<file path="src/ctlp_pkg.sv">
// Package for the command TLV packet parser.
// Holds the shared constants, the parse phase and status codes, and the event type
// passed from the front end to the back end. It depends on nothing.
package ctlp_pkg;

  localparam int MAX_KEYS     = 16;
  localparam int NUM_COMMANDS = 31;
  localparam int HANDLER_W    = 31;
  localparam int CMD_IDX_W    = $clog2(HANDLER_W);
  localparam int BYTE_W       = 8;
  localparam int LEN_W        = 16;
  localparam int POS_W        = 16;
  localparam int CNT_W        = 5;
  localparam int STATUS_W     = 2;
  localparam int HDR_LEN      = 2;
  localparam int FIFO_DEPTH   = 4;
  localparam int FIFO_AW      = $clog2(FIFO_DEPTH);

  typedef enum logic [2:0] {
    PH_CMD,
    PH_VER,
    PH_KEY,
    PH_LHI,
    PH_LLO,
    PH_VAL,
    PH_SKIP
  } phase_t;

  typedef enum logic [STATUS_W-1:0] {
    ST_DISPATCHED = 2'd0,
    ST_NO_HANDLER = 2'd1,
    ST_TOO_SHORT  = 2'd2
  } status_t;

  localparam logic KIND_RECORD  = 1'b0;
  localparam logic KIND_SUMMARY = 1'b1;

  typedef struct packed {
    logic                has_rec;
    logic                has_sum;
    logic [BYTE_W-1:0]   key;
    logic [LEN_W-1:0]    value_length;
    logic [LEN_W-1:0]    value_offset;
    logic [BYTE_W-1:0]   command_id;
    logic [CNT_W-1:0]    record_count;
    status_t             status;
  } ctlp_event_t;

endpackage

</file>
<file path="src/command_tlv_packet_parser.sv">
// Top level of the command TLV packet parser.
// Joins the byte parser front end, the event queue and the result back end.
// Depends on ctlp_pkg, ctlp_front, ctlp_fifo and ctlp_back.
//
// Packet bytes enter on the input queue port: a transaction takes place when push
// is high and full is low, carrying in_data_byte and in_end_of_packet, which marks
// the final byte of a packet. One byte is taken in every cycle while full is low.
// Results leave on the output queue port: while empty is low the oldest result is
// on the out_ ports, and a transaction takes place when pop is high. A key record
// appears when its value is complete, and a summary with out_last set follows the
// final byte of each packet. A result is registered in the queue before it is
// shown; a byte that yields both a record and a summary gives them on two
// successive pops. The queue between the parser and the result port holds four
// parser events; when the receiver stalls it fills and full rises, and it falls
// again as soon as one event has been drained. The handler mask is written through
// cfg_wr_en and cfg_wr_data and takes effect on the next byte. Reset, synchronous
// and active low on rst_n, clears the mask, empties the queue and puts the parser
// at the command byte of a new packet.
module command_tlv_packet_parser (
  input  logic                             clk,
  input  logic                             rst_n,
  input  logic                             push,
  output logic                             full,
  input  logic [ctlp_pkg::BYTE_W-1:0]      in_data_byte,
  input  logic                             in_end_of_packet,
  output logic                             empty,
  input  logic                             pop,
  output logic                             out_result_kind,
  output logic [ctlp_pkg::BYTE_W-1:0]      out_key,
  output logic [ctlp_pkg::LEN_W-1:0]       out_value_length,
  output logic [ctlp_pkg::LEN_W-1:0]       out_value_offset,
  output logic [ctlp_pkg::BYTE_W-1:0]      out_command_id,
  output logic [ctlp_pkg::CNT_W-1:0]       out_record_count,
  output logic [ctlp_pkg::STATUS_W-1:0]    out_status,
  output logic                             out_last,
  input  logic                             cfg_wr_en,
  input  logic [ctlp_pkg::HANDLER_W-1:0]   cfg_wr_data
);
  import ctlp_pkg::*;

  logic         accept;
  logic         ev_valid;
  ctlp_event_t  ev;
  ctlp_event_t  head;
  logic         head_empty;
  logic         head_rd_en;

  assign accept = push && !full;

  ctlp_front u_front (
    .clk           (clk),
    .rst_n         (rst_n),
    .accept        (accept),
    .data_byte     (in_data_byte),
    .end_of_packet (in_end_of_packet),
    .cfg_wr_en     (cfg_wr_en),
    .cfg_wr_data   (cfg_wr_data),
    .ev_valid      (ev_valid),
    .ev            (ev)
  );

  ctlp_fifo u_fifo (
    .clk     (clk),
    .rst_n   (rst_n),
    .wr_en   (ev_valid),
    .wr_data (ev),
    .full    (full),
    .rd_en   (head_rd_en),
    .rd_data (head),
    .empty   (head_empty)
  );

  ctlp_back u_back (
    .clk          (clk),
    .rst_n        (rst_n),
    .head         (head),
    .head_empty   (head_empty),
    .head_rd_en   (head_rd_en),
    .empty        (empty),
    .pop          (pop),
    .result_kind  (out_result_kind),
    .key          (out_key),
    .value_length (out_value_length),
    .value_offset (out_value_offset),
    .command_id   (out_command_id),
    .record_count (out_record_count),
    .status       (out_status),
    .last         (out_last)
  );

endmodule

</file>
<file path="src/ctlp_front.sv">
// Front end of the command TLV packet parser: byte parser and handler mask register.
// Classifies each accepted byte and produces one event per byte that completes a
// record or ends a packet. Depends on ctlp_pkg.
module ctlp_front (
  input  logic                                clk,
  input  logic                                rst_n,
  input  logic                                accept,
  input  logic [ctlp_pkg::BYTE_W-1:0]         data_byte,
  input  logic                                end_of_packet,
  input  logic                                cfg_wr_en,
  input  logic [ctlp_pkg::HANDLER_W-1:0]      cfg_wr_data,
  output logic                                ev_valid,
  output ctlp_pkg::ctlp_event_t               ev
);
  import ctlp_pkg::*;

  phase_t                phase_r, phase_nxt;
  logic [POS_W-1:0]      pos_r, pos_nxt;
  logic [BYTE_W-1:0]     cmd_r, cmd_nxt;
  logic [BYTE_W-1:0]     key_r, key_nxt;
  logic [LEN_W-1:0]      len_r, len_nxt;
  logic [LEN_W-1:0]      rem_r, rem_nxt;
  logic [LEN_W-1:0]      vstart_r, vstart_nxt;
  logic [CNT_W-1:0]      cnt_r, cnt_nxt;
  logic [HANDLER_W-1:0]  mask_r;

  always_ff @(posedge clk) begin
    if (!rst_n) begin
      phase_r  <= PH_CMD;
      pos_r    <= '0;
      cmd_r    <= '0;
      key_r    <= '0;
      len_r    <= '0;
      rem_r    <= '0;
      vstart_r <= '0;
      cnt_r    <= '0;
      mask_r   <= '0;
    end else begin
      phase_r  <= phase_nxt;
      pos_r    <= pos_nxt;
      cmd_r    <= cmd_nxt;
      key_r    <= key_nxt;
      len_r    <= len_nxt;
      rem_r    <= rem_nxt;
      vstart_r <= vstart_nxt;
      cnt_r    <= cnt_nxt;
      if (cfg_wr_en) begin
        mask_r <= cfg_wr_data;
      end
    end
  end

  always_comb begin
    logic              rec;
    logic [CNT_W-1:0]  cnt_inc;
    logic [LEN_W-1:0]  rec_len;
    logic [LEN_W-1:0]  rec_off;
    status_t           st;

    phase_nxt  = phase_r;
    pos_nxt    = pos_r;
    cmd_nxt    = cmd_r;
    key_nxt    = key_r;
    len_nxt    = len_r;
    rem_nxt    = rem_r;
    vstart_nxt = vstart_r;
    cnt_nxt    = cnt_r;
    rec        = 1'b0;
    cnt_inc    = cnt_r + 1'b1;
    rec_len    = len_r;
    rec_off    = vstart_r;

    case (phase_r)
      PH_CMD: begin
        cmd_nxt   = data_byte;
        phase_nxt = PH_VER;
      end
      PH_VER: begin
        phase_nxt = PH_KEY;
      end
      PH_KEY: begin
        key_nxt   = data_byte;
        phase_nxt = PH_LHI;
      end
      PH_LHI: begin
        len_nxt   = {data_byte, {BYTE_W{1'b0}}};
        phase_nxt = PH_LLO;
      end
      PH_LLO: begin
        len_nxt    = {len_r[LEN_W-1:BYTE_W], data_byte};
        vstart_nxt = pos_r + LEN_W'(1) - LEN_W'(HDR_LEN);
        rec_len    = len_nxt;
        rec_off    = vstart_nxt;
        if (len_nxt == '0) begin
          rec = 1'b1;
        end else begin
          rem_nxt   = len_nxt;
          phase_nxt = PH_VAL;
        end
      end
      PH_VAL: begin
        rem_nxt = rem_r - 1'b1;
        if (rem_nxt == '0) begin
          rec = 1'b1;
        end
      end
      default: begin
      end
    endcase

    if (rec) begin
      cnt_nxt   = cnt_inc;
      phase_nxt = (cnt_inc >= CNT_W'(MAX_KEYS)) ? PH_SKIP : PH_KEY;
    end

    if (pos_r != '1) begin
      pos_nxt = pos_r + 1'b1;
    end

    if (phase_r == PH_CMD) begin
      st = ST_TOO_SHORT;
    end else if ((cmd_r < BYTE_W'(NUM_COMMANDS)) && (cmd_r < BYTE_W'(HANDLER_W)) &&
                 mask_r[cmd_r[CMD_IDX_W-1:0]]) begin
      st = ST_DISPATCHED;
    end else begin
      st = ST_NO_HANDLER;
    end

    ev.has_rec      = rec;
    ev.has_sum      = end_of_packet;
    ev.key          = key_r;
    ev.value_length = rec_len;
    ev.value_offset = rec_off;
    ev.command_id   = (phase_r == PH_CMD) ? data_byte : cmd_r;
    ev.record_count = rec ? cnt_inc : ((phase_r == PH_CMD) ? '0 : cnt_r);
    ev.status       = st;
    ev_valid        = accept && (rec || end_of_packet);

    if (end_of_packet) begin
      phase_nxt  = PH_CMD;
      pos_nxt    = '0;
      cmd_nxt    = '0;
      key_nxt    = '0;
      len_nxt    = '0;
      rem_nxt    = '0;
      vstart_nxt = '0;
      cnt_nxt    = '0;
    end

    if (!accept) begin
      phase_nxt  = phase_r;
      pos_nxt    = pos_r;
      cmd_nxt    = cmd_r;
      key_nxt    = key_r;
      len_nxt    = len_r;
      rem_nxt    = rem_r;
      vstart_nxt = vstart_r;
      cnt_nxt    = cnt_r;
    end
  end

`ifndef SYNTHESIS
  a_eop_restarts: assert property (@(posedge clk) disable iff (!rst_n)
    accept && end_of_packet |=> phase_r == PH_CMD && cnt_r == '0)
    else $error("parser did not return to the command byte after end of packet");

  a_count_bound: assert property (@(posedge clk) disable iff (!rst_n)
    cnt_r <= CNT_W'(MAX_KEYS))
    else $error("record count exceeds the record limit");

  a_skip_full: assert property (@(posedge clk) disable iff (!rst_n)
    phase_r == PH_SKIP |-> cnt_r == CNT_W'(MAX_KEYS))
    else $error("skipping bytes before the record limit is reached");
`endif

endmodule

</file>
<file path="src/ctlp_fifo.sv">
// Event queue between the front and back ends of the command TLV packet parser.
// A short register queue of parser events with full and empty flags.
// Depends on ctlp_pkg.
module ctlp_fifo (
  input  logic                   clk,
  input  logic                   rst_n,
  input  logic                   wr_en,
  input  ctlp_pkg::ctlp_event_t  wr_data,
  output logic                   full,
  input  logic                   rd_en,
  output ctlp_pkg::ctlp_event_t  rd_data,
  output logic                   empty
);
  import ctlp_pkg::*;

  ctlp_event_t           mem_r [FIFO_DEPTH];
  logic [FIFO_AW-1:0]    wptr_r, wptr_nxt;
  logic [FIFO_AW-1:0]    rptr_r, rptr_nxt;
  logic [FIFO_AW:0]      count_r, count_nxt;

  always_ff @(posedge clk) begin
    if (wr_en) begin
      mem_r[wptr_r] <= wr_data;
    end
  end

  always_ff @(posedge clk) begin
    if (!rst_n) begin
      wptr_r  <= '0;
      rptr_r  <= '0;
      count_r <= '0;
    end else begin
      wptr_r  <= wptr_nxt;
      rptr_r  <= rptr_nxt;
      count_r <= count_nxt;
    end
  end

  always_comb begin
    wptr_nxt  = wr_en ? wptr_r + 1'b1 : wptr_r;
    rptr_nxt  = rd_en ? rptr_r + 1'b1 : rptr_r;
    count_nxt = count_r + (FIFO_AW+1)'(wr_en) - (FIFO_AW+1)'(rd_en);
  end

  assign full    = (count_r == (FIFO_AW+1)'(FIFO_DEPTH));
  assign empty   = (count_r == '0);
  assign rd_data = mem_r[rptr_r];

endmodule

</file>
<file path="src/ctlp_back.sv">
// Back end of the command TLV packet parser.
// Expands each queued event into a key record, a packet summary, or both in turn,
// and presents them on the result channel. Depends on ctlp_pkg.
module ctlp_back (
  input  logic                             clk,
  input  logic                             rst_n,
  input  ctlp_pkg::ctlp_event_t            head,
  input  logic                             head_empty,
  output logic                             head_rd_en,
  output logic                             empty,
  input  logic                             pop,
  output logic                             result_kind,
  output logic [ctlp_pkg::BYTE_W-1:0]      key,
  output logic [ctlp_pkg::LEN_W-1:0]       value_length,
  output logic [ctlp_pkg::LEN_W-1:0]       value_offset,
  output logic [ctlp_pkg::BYTE_W-1:0]      command_id,
  output logic [ctlp_pkg::CNT_W-1:0]       record_count,
  output logic [ctlp_pkg::STATUS_W-1:0]    status,
  output logic                             last
);
  import ctlp_pkg::*;

  logic rec_done_r, rec_done_nxt;
  logic show_rec;
  logic take;

  always_ff @(posedge clk) begin
    if (!rst_n) begin
      rec_done_r <= 1'b0;
    end else begin
      rec_done_r <= rec_done_nxt;
    end
  end

  always_comb begin
    show_rec     = head.has_rec && !rec_done_r;
    take         = pop && !head_empty;
    rec_done_nxt = rec_done_r;
    head_rd_en   = 1'b0;
    if (take) begin
      if (show_rec && head.has_sum) begin
        rec_done_nxt = 1'b1;
      end else begin
        rec_done_nxt = 1'b0;
        head_rd_en   = 1'b1;
      end
    end
  end

  assign empty        = head_empty;
  assign result_kind  = show_rec ? KIND_RECORD : KIND_SUMMARY;
  assign key          = show_rec ? head.key : '0;
  assign value_length = show_rec ? head.value_length : '0;
  assign value_offset = show_rec ? head.value_offset : '0;
  assign command_id   = head.command_id;
  assign record_count = head.record_count;
  assign status       = show_rec ? STATUS_W'(ST_DISPATCHED) : STATUS_W'(head.status);
  assign last         = !show_rec;

`ifndef SYNTHESIS
  a_split_event: assert property (@(posedge clk) disable iff (!rst_n)
    rec_done_r |-> !head_empty && head.has_rec && head.has_sum)
    else $error("record marked delivered without a pending summary at the queue head");
`endif

endmodule
</file>
<file path="config.mk">
export PLATFORM = sky130hd
export DESIGN_NAME = command_tlv_packet_parser
export DESIGN_NICKNAME = d
export VERILOG_FILES = /design/src/ctlp_pkg.sv /design/src/command_tlv_packet_parser.sv /design/src/ctlp_front.sv /design/src/ctlp_fifo.sv /design/src/ctlp_back.sv
export SDC_FILE = /design/constraint.sdc
export NUM_CORES = 1
export LEC_CHECK = 0
export BUFFER_PORTS_ARGS = -buffer_cell sky130_fd_sc_hd__buf_2
export CAP_MARGIN = 20
export CORE_ASPECT_RATIO = 0.8
export CORE_MARGIN = 1.5
export CORE_UTILIZATION = 61
export DETAILED_ROUTE_END_ITERATION = 8
export HOLD_SLACK_MARGIN = 0.02
export PLACE_DENSITY = 0.8
export SETUP_SLACK_MARGIN = 0.05
export SYNTH_ARGS = -nofsm -noshare
export SYNTH_HDL_FRONTEND = slang
export SYNTH_SLANG_ARGS = --single-unit
</file>
<file path="constraint.sdc">
create_clock -name clk -period 5.1 [get_ports clk]
set_clock_uncertainty 0.15 [all_clocks]
set_input_delay 0.51 -clock clk [delete_from_list [all_inputs] [get_ports clk]]
set_output_delay 0.51 -clock clk [all_outputs]
set_load 0.02 [all_outputs]
</file>
==> results of run 1 <==
-- path summary, 6_finish.rpt --
kind / from / end / slack, ns
worst max-delay path: u_front.rem_r[0] / u_fifo.count_r[2] / 0.87
worst max register to register: u_front.rem_r[0] / u_fifo.count_r[2] / 0.87
worst min register to register: u_front.vstart_r[14] / u_front.vstart_r[14] / 0.31
worst min-delay path: cfg_wr_data[29] / u_front.mask_r[29] / 0.08
-- per-stage QoR --
stage / area, um2 / std cells / hold slack [ns] / utilization (%)
after floorplan: 15800 / 1264 / 0.275 / -
final: 17700 / 1682 / 0.0793 / 69.7
after detailed placement: 16600 / 1619 / 0.295 / 65.4
after global routing: 17700 / 1682 / 0.0639 / 69.7
after CTS: 17700 / 1681 / 0.0654 / 69.7
after global placement: 16600 / 1619 / 0.283 / 65.4
-- cell usage in the layout, fill, tap and decap left out, drive strengths merged, types with 5 or more instances in the layout --
cell type	netlist	routed
edfxtp	228	228
nand2	132	132
dfxtp	129	129
buf	23	122
nor2	110	110
mux4	66	66
a21oi	55	55
o21ai	49	49
nor2b	48	48
clkbuf	67	43
mux2i	39	39
nand3	31	31
a22oi	25	25
xnor2	23	23
inv	18	21
nor3	19	19
or4	16	16
clkinv	1	13
nor4	12	12
nor3b	11	11
o211ai	11	11
ha	11	11
and2	11	11
nand4	10	10
o31ai	10	10
or3	9	9
o21bai	7	7
nand2b	7	7
a31oi	6	6
xor2	6	6
a32o	6	6
and3	5	5
a211oi	5	5
-- area by class of cell --
| class | count | area [um2] | share of cell area (%) |
|---|---|---|---|
| Sequential cell | 357 | 9430 | 53.3 |
| Multi-Input combinational cell | 798 | 5970 | 33.8 |
| Clock buffer | 43 | 916 | 5.18 |
| Timing Repair Buffer | 122 | 708 | 4.00 |
| Tap cell | 324 | 405 | 2.29 |
| Clock inverter | 19 | 175 | 0.991 |
| Inverter | 19 | 71.3 | 0.403 |
-- cell families (layout without fill, tap and decap cells) --
kind of cell               Yosys count  in the layout  share of synthesized area, %
xor gates and xnor gates            29             29                          1.61
muxes                              105            105                          11.9
AOI/OAI and AO/OA                  213            213                          9.32
DFF                                357            357                          59.6
buffers and inverters              109            203                          2.70
and+or+nand+nor                    439            439                          13.9
adders and majority gates           12             12                         0.996
-- critical path, stage by stage, from the launching register on --
cell	delay, ns
dfxtp_1	0.41
inv_1	0.10
ha_1	0.38
or3b_2	0.53
or4_4	0.44
and4bb_1	0.25
a41oi_4	0.40
a21oi_4	0.17
inv_1	0.09
ha_1	0.22
inv_1	0.06
ha_1	0.13
inv_1	0.05
fa_1	0.37
xor2_1	0.17
xnor2_1	0.14
nor2_1	0.05
-- registers in the layout (all words and copies together) (netlist names), named ones only --
| name | flops |
|---|---|
| u_fifo.mem_r | 228 |
| u_front.mask_r | 31 |
| u_front.len_r | 16 |
| u_front.pos_r | 16 |
| u_front.rem_r | 16 |
| u_front.vstart_r | 16 |
| u_front.cmd_r | 8 |
| u_front.key_r | 8 |
| u_front.cnt_r | 5 |
| u_fifo.count_r | 3 |
| u_front.phase_r | 3 |
| u_fifo.rptr_r | 2 |
| u_fifo.wptr_r | 2 |
| u_back.rec_done_r | 1 |
-- metal layers --
metal	track usage (%)	routed length (um)	part of all wire [%]	vias up
met5	0	23	0.063	-
met3	6.15	3450	9.5	71
met2	40.9	16300	45	574
met1	40.7	15700	43	5237
li1	-	-	-	4884
met4	7.87	731	2.0	4
-- report_power, final --
part	internal (uW)	total (uW)	switching (uW)
Sequential	3210	3320	105
Clock	1400	2470	1080
Combinational	635	1530	900
==> flow_summary.toml, run 1 <==
[cts]
cts_tree = "yes"
cts_setup_buffers = 0
cts_root_buffer = "clkbuf_16"
cts.path.max_buffers = 3
htree_levels = 2
cts_sinks = 357
insertion_delay_ns = 0.54
clkSlewWorstSetupHoldPaths_ns = 0.06
ctsResizeCount = 0
numCtsBuffers = 35
cts_hold_buf = 0

[synthesis]
syn_avg_cell_area_um2 = 12.5
async_flop_share_pct = 0
synth_top_area_share_pct = 43.3
synth.area.top_cells = "edfxtp_1, dfxtp_1, mux4_2"
synth_flop_cell = "edfxtp_1"
synth_cell_type_count = 76
synth_common_cells = "edfxtp_1, nand2_1, dfxtp_1"
synth_most_common_cell = "edfxtp_1"
syn_area_um2 = 15800
synth_edf_count = 228
syn_nets = 1321
ys_ff_latch = 357
yosysSeqAreaShare_pct = 59.6
yosysTopAreaCell = "edfxtp_1"
synth.yosys.warnings = 0
synthCells = 1264

[grt]
grt_pass1_vias = 10200
grt_max_degree = 58
grt_overflow = 0
grt_usage_pct = 27.4
antenna_found_initial = 2
grt_pass1_wl_um = 56900

[routing]
drc = 0
routedWlPerCell_um = 21.5
drt-vias-per-instance = 6.40
vias = 10800
drt_iter0_markers = 1166
ant_nets = 0
wl_um = 36200
drtPass1Iterations = 5

[worst_setup_path]
arrival_ns = 4.49
cp-end-kind = "flip-flop"
reg2regPathDepth = 16
critPathMaxFanout = 12
critPathKind = "flip-flop to flip-flop"
cp.required_ns = 5.36
crit_path_start_kind = "flip-flop"

[cells_and_area]
fin_nets = 1390
area_delta_synth_final_pct = 11.8
fillers = 1738
drive_above_1_share_pct = 19.6
n_antenna_cell = 0

[timing]
maxSlewViolCount = 0
fmax_ghz = 0.236
setup_viol_count_final = 0
setup_tns_ns = 0
max_slew.worst_pin.slew_ns = 1.04
fin_ws_ns = 0.866
maxSlewHeadroom_pct = 30.3
post-route-period-util_pct = 83.0
hold_viol = 0
layout_min_cycle_time_ns = 4.23
rsz0062_at_grt = "false"

[placed_design]
dp_hpwl_um = 23200
gp_congestion = 0.938
post-place-ws_ns = 0.883
port_buffers = 103

[power_and_ir_drop]
p_total_uw = 7320
p_per_area_nw_per_um2 = 414
ir_drop_mv = 0.215
leakage_uw = 0.00630

[floorplan]
rows = 52
io_pins = 104
start_util_pct = 62.4
dieArea_um2 = 26900
die_y_um = 147
design.core.area_um2 = 25400
die_w_um = 183

[flow_run]
cap_violations = 0

[run_status]
status = "complete, no violations"

[worst_hold_path]
hp-class = "input port to flip-flop"
hold-path-cell-count = 3
Power figures use the tool's default switching activity.
==> run 2: changes to the inputs <==
--- a/config.mk
+++ b/config.mk
@@ -9,10 +9,10 @@
 export CAP_MARGIN = 20
 export CORE_ASPECT_RATIO = 0.8
 export CORE_MARGIN = 1.5
-export CORE_UTILIZATION = 61
+export CORE_UTILIZATION = 55
 export DETAILED_ROUTE_END_ITERATION = 8
 export HOLD_SLACK_MARGIN = 0.02
-export PLACE_DENSITY = 0.8
+export PLACE_DENSITY = 0.76
 export SETUP_SLACK_MARGIN = 0.05
 export SYNTH_ARGS = -nofsm -noshare
 export SYNTH_HDL_FRONTEND = slang
==> constraint.sdc (replaced) <==
create_clock -name clk -period 3.8 [get_ports clk]
set_clock_uncertainty 0.15 [all_clocks]
set_input_delay 0.38 -clock clk [delete_from_list [all_inputs] [get_ports clk]]
set_output_delay 0.38 -clock clk [all_outputs]
set_load 0.02 [all_outputs]
==> flow_summary.toml, run 2 (synthesis gave the netlist of run 1 again) <==
[run_status]
status = "complete, no violations"

[routing]
wl_um = 37100
drt-vias-per-instance = 6.05
drt_iter0_markers = 1052
drc = 0
routedWlPerCell_um = 20.8
ant_nets = 0
drtPass1Iterations = 6
vias = 10800

[placed_design]
dp_cells = 1688
port_buffers = 103
dp_hpwl_um = 23800
gp_congestion = 0.935

[grt]
grt_overflow = 0
grt_pass1_vias = 10300
grt_pass1_wl_um = 57800
grt_max_degree = 56
grt_usage_pct = 25.3
antenna_found_initial = 2

[cts]
insertion_delay_ns = 0.53
clkSlewWorstSetupHoldPaths_ns = 0.06
htree_levels = 2
numCtsBuffers = 36
cts.path.max_buffers = 3
cts_root_buffer = "clkbuf_16"
cts_sinks = 357
cts_tree = "yes"

[cells_and_area]
fin_nets = 1446
utilization_pct = 64.9
top_regs = "u_fifo.mem_r x228, u_front.mask_r x31"
top_register = "u_fifo.mem_r"
fin_cells = 1787
area_delta_synth_final_pct = 16.0
drive_above_1_share_pct = 20.7
final_common_cell = "edfxtp_1"
largest_reg_flops = 228
layout_common_cells = "edfxtp_1, nand2_1, dfxtp_1"

[timing]
max_slew.worst_pin.slew_ns = 0.956
setup_viol_count_final = 0
maxSlewViolCount = 0
rsz0062_at_grt = "false"
post-route-period-util_pct = 93.7
fmax_ghz = 0.281
layout_min_cycle_time_ns = 3.56
hold_viol = 0
maxSlewHeadroom_pct = 35.9
holdWs_ns = 0.0529
setup_tns_ns = 0

[power_and_ir_drop]
p_total_uw = 10200
p_per_area_nw_per_um2 = 553
ir_drop_mv = 0.340
leakage_uw = 0.00661

[floorplan]
die_w_um = 193
rows = 55
io_pins = 104
dieArea_um2 = 29800
design.core.area_um2 = 28300
start_util_pct = 55.9
die_y_um = 155

[worst_setup_path]
arrival_ns = 3.82
critical_path_buf_inv_count = 3
critPathSlowestCell = "or4_4"
cp-end-kind = "flip-flop"
crit_chain = "or4_4 -> or4_4 -> and4bb_1 -> a41oi_4 -> a21oi_4 -> inv_1 -> ha_1 -> inv_1 -> ha_1 -> inv_1 -> fa_1 -> xor2_1 -> xnor2_1 -> nor2_1"
critPathKind = "flip-flop to flip-flop"
crit_path_start_kind = "flip-flop"
cpPeakStageDelay_ns = 0.61
path_delay_family = "simple AND/OR/NAND/NOR gates"
crit_top_cell = "inv_1"
cp.required_ns = 4.06
critPathMaxFanout = 7

[worst_hold_path]
hp-class = "input port to flip-flop"

[flow_run]
cap_violations = 0
==> run 2: power by group <==
part	switching (uW)	leakage [uW]	internal [uW]
logic	1230	0.00284	892
clock network	1440	0.000591	2140
registers	139	0.00318	4310
==> run 2: path summary, 6_finish.rpt <==
| check | start | endpoint | slack [ns] | cells past startpoint |
|---|---|---|---|---|
| max | u_front.rem_r[3] | u_fifo.count_r[2] | 0.24 | 14 |
| max reg2reg | u_front.rem_r[3] | u_fifo.count_r[2] | 0.24 | 14 |
| min | in_data_byte[0] | u_front.len_r[8] | 0.05 | 3 |
| min reg2reg | u_front.vstart_r[10] | u_front.vstart_r[10] | 0.30 | 2 |
==> run 2: layout make-up <==
class | count | area, um2
tap | 370 | 463
timing repair buffer | 177 | 1200
sequential | 357 | 9430
clock inverter | 13 | 158
multi-input combinational | 798 | 5970
clock buffer | 52 | 1050
inverter | 19 | 71.3
fill | 2034 | 9930
antenna | 1 | 2.50
==> run 2: per-stage QoR <==
| step | setup WS (ns) | area (um2) |
|---|---|---|
| after floorplan | 0.0634 | 15800 |
| after global placement | 0.287 | 16800 |
| after detailed placement | 0.223 | 16800 |
| after CTS | 0.229 | 18300 |
| after global routing | 0.0687 | 18400 |
| final | 0.239 | 18400 |
==> run 2: metal layers <==
metal / routed length (um) / GRT usage, % / up-vias / part of all wire [%]
li1: - / - / 4996 / -
met1: 17000 / 38.4 / 5294 / 46
met2: 16600 / 38.1 / 457 / 45
met3: 2740 / 4.31 / 62 / 7.4
met4: 731 / 6.24 / 2 / 2.0
met5: 13 / 0 / - / 0.035
==> run 2: worst reg2reg max path, cell delays in order (launching register included) <==
cell	delay, ns
dfxtp_1	0.38
or4_4	0.61
or4_4	0.55
and4bb_1	0.25
a41oi_4	0.18
a21oi_4	0.08
inv_1	0.07
ha_1	0.22
inv_1	0.05
ha_1	0.13
inv_1	0.05
fa_1	0.39
xor2_1	0.17
xnor2_1	0.14
nor2_1	0.05
==> run 2: timing repair <==
action,4_1_cts,5_1_grt
gates resized for setup,0,0
endpoints found under the hold margin,35,0
buffers inserted,0,0
hold buffers,32,0
setup endpoints to repair,0,0
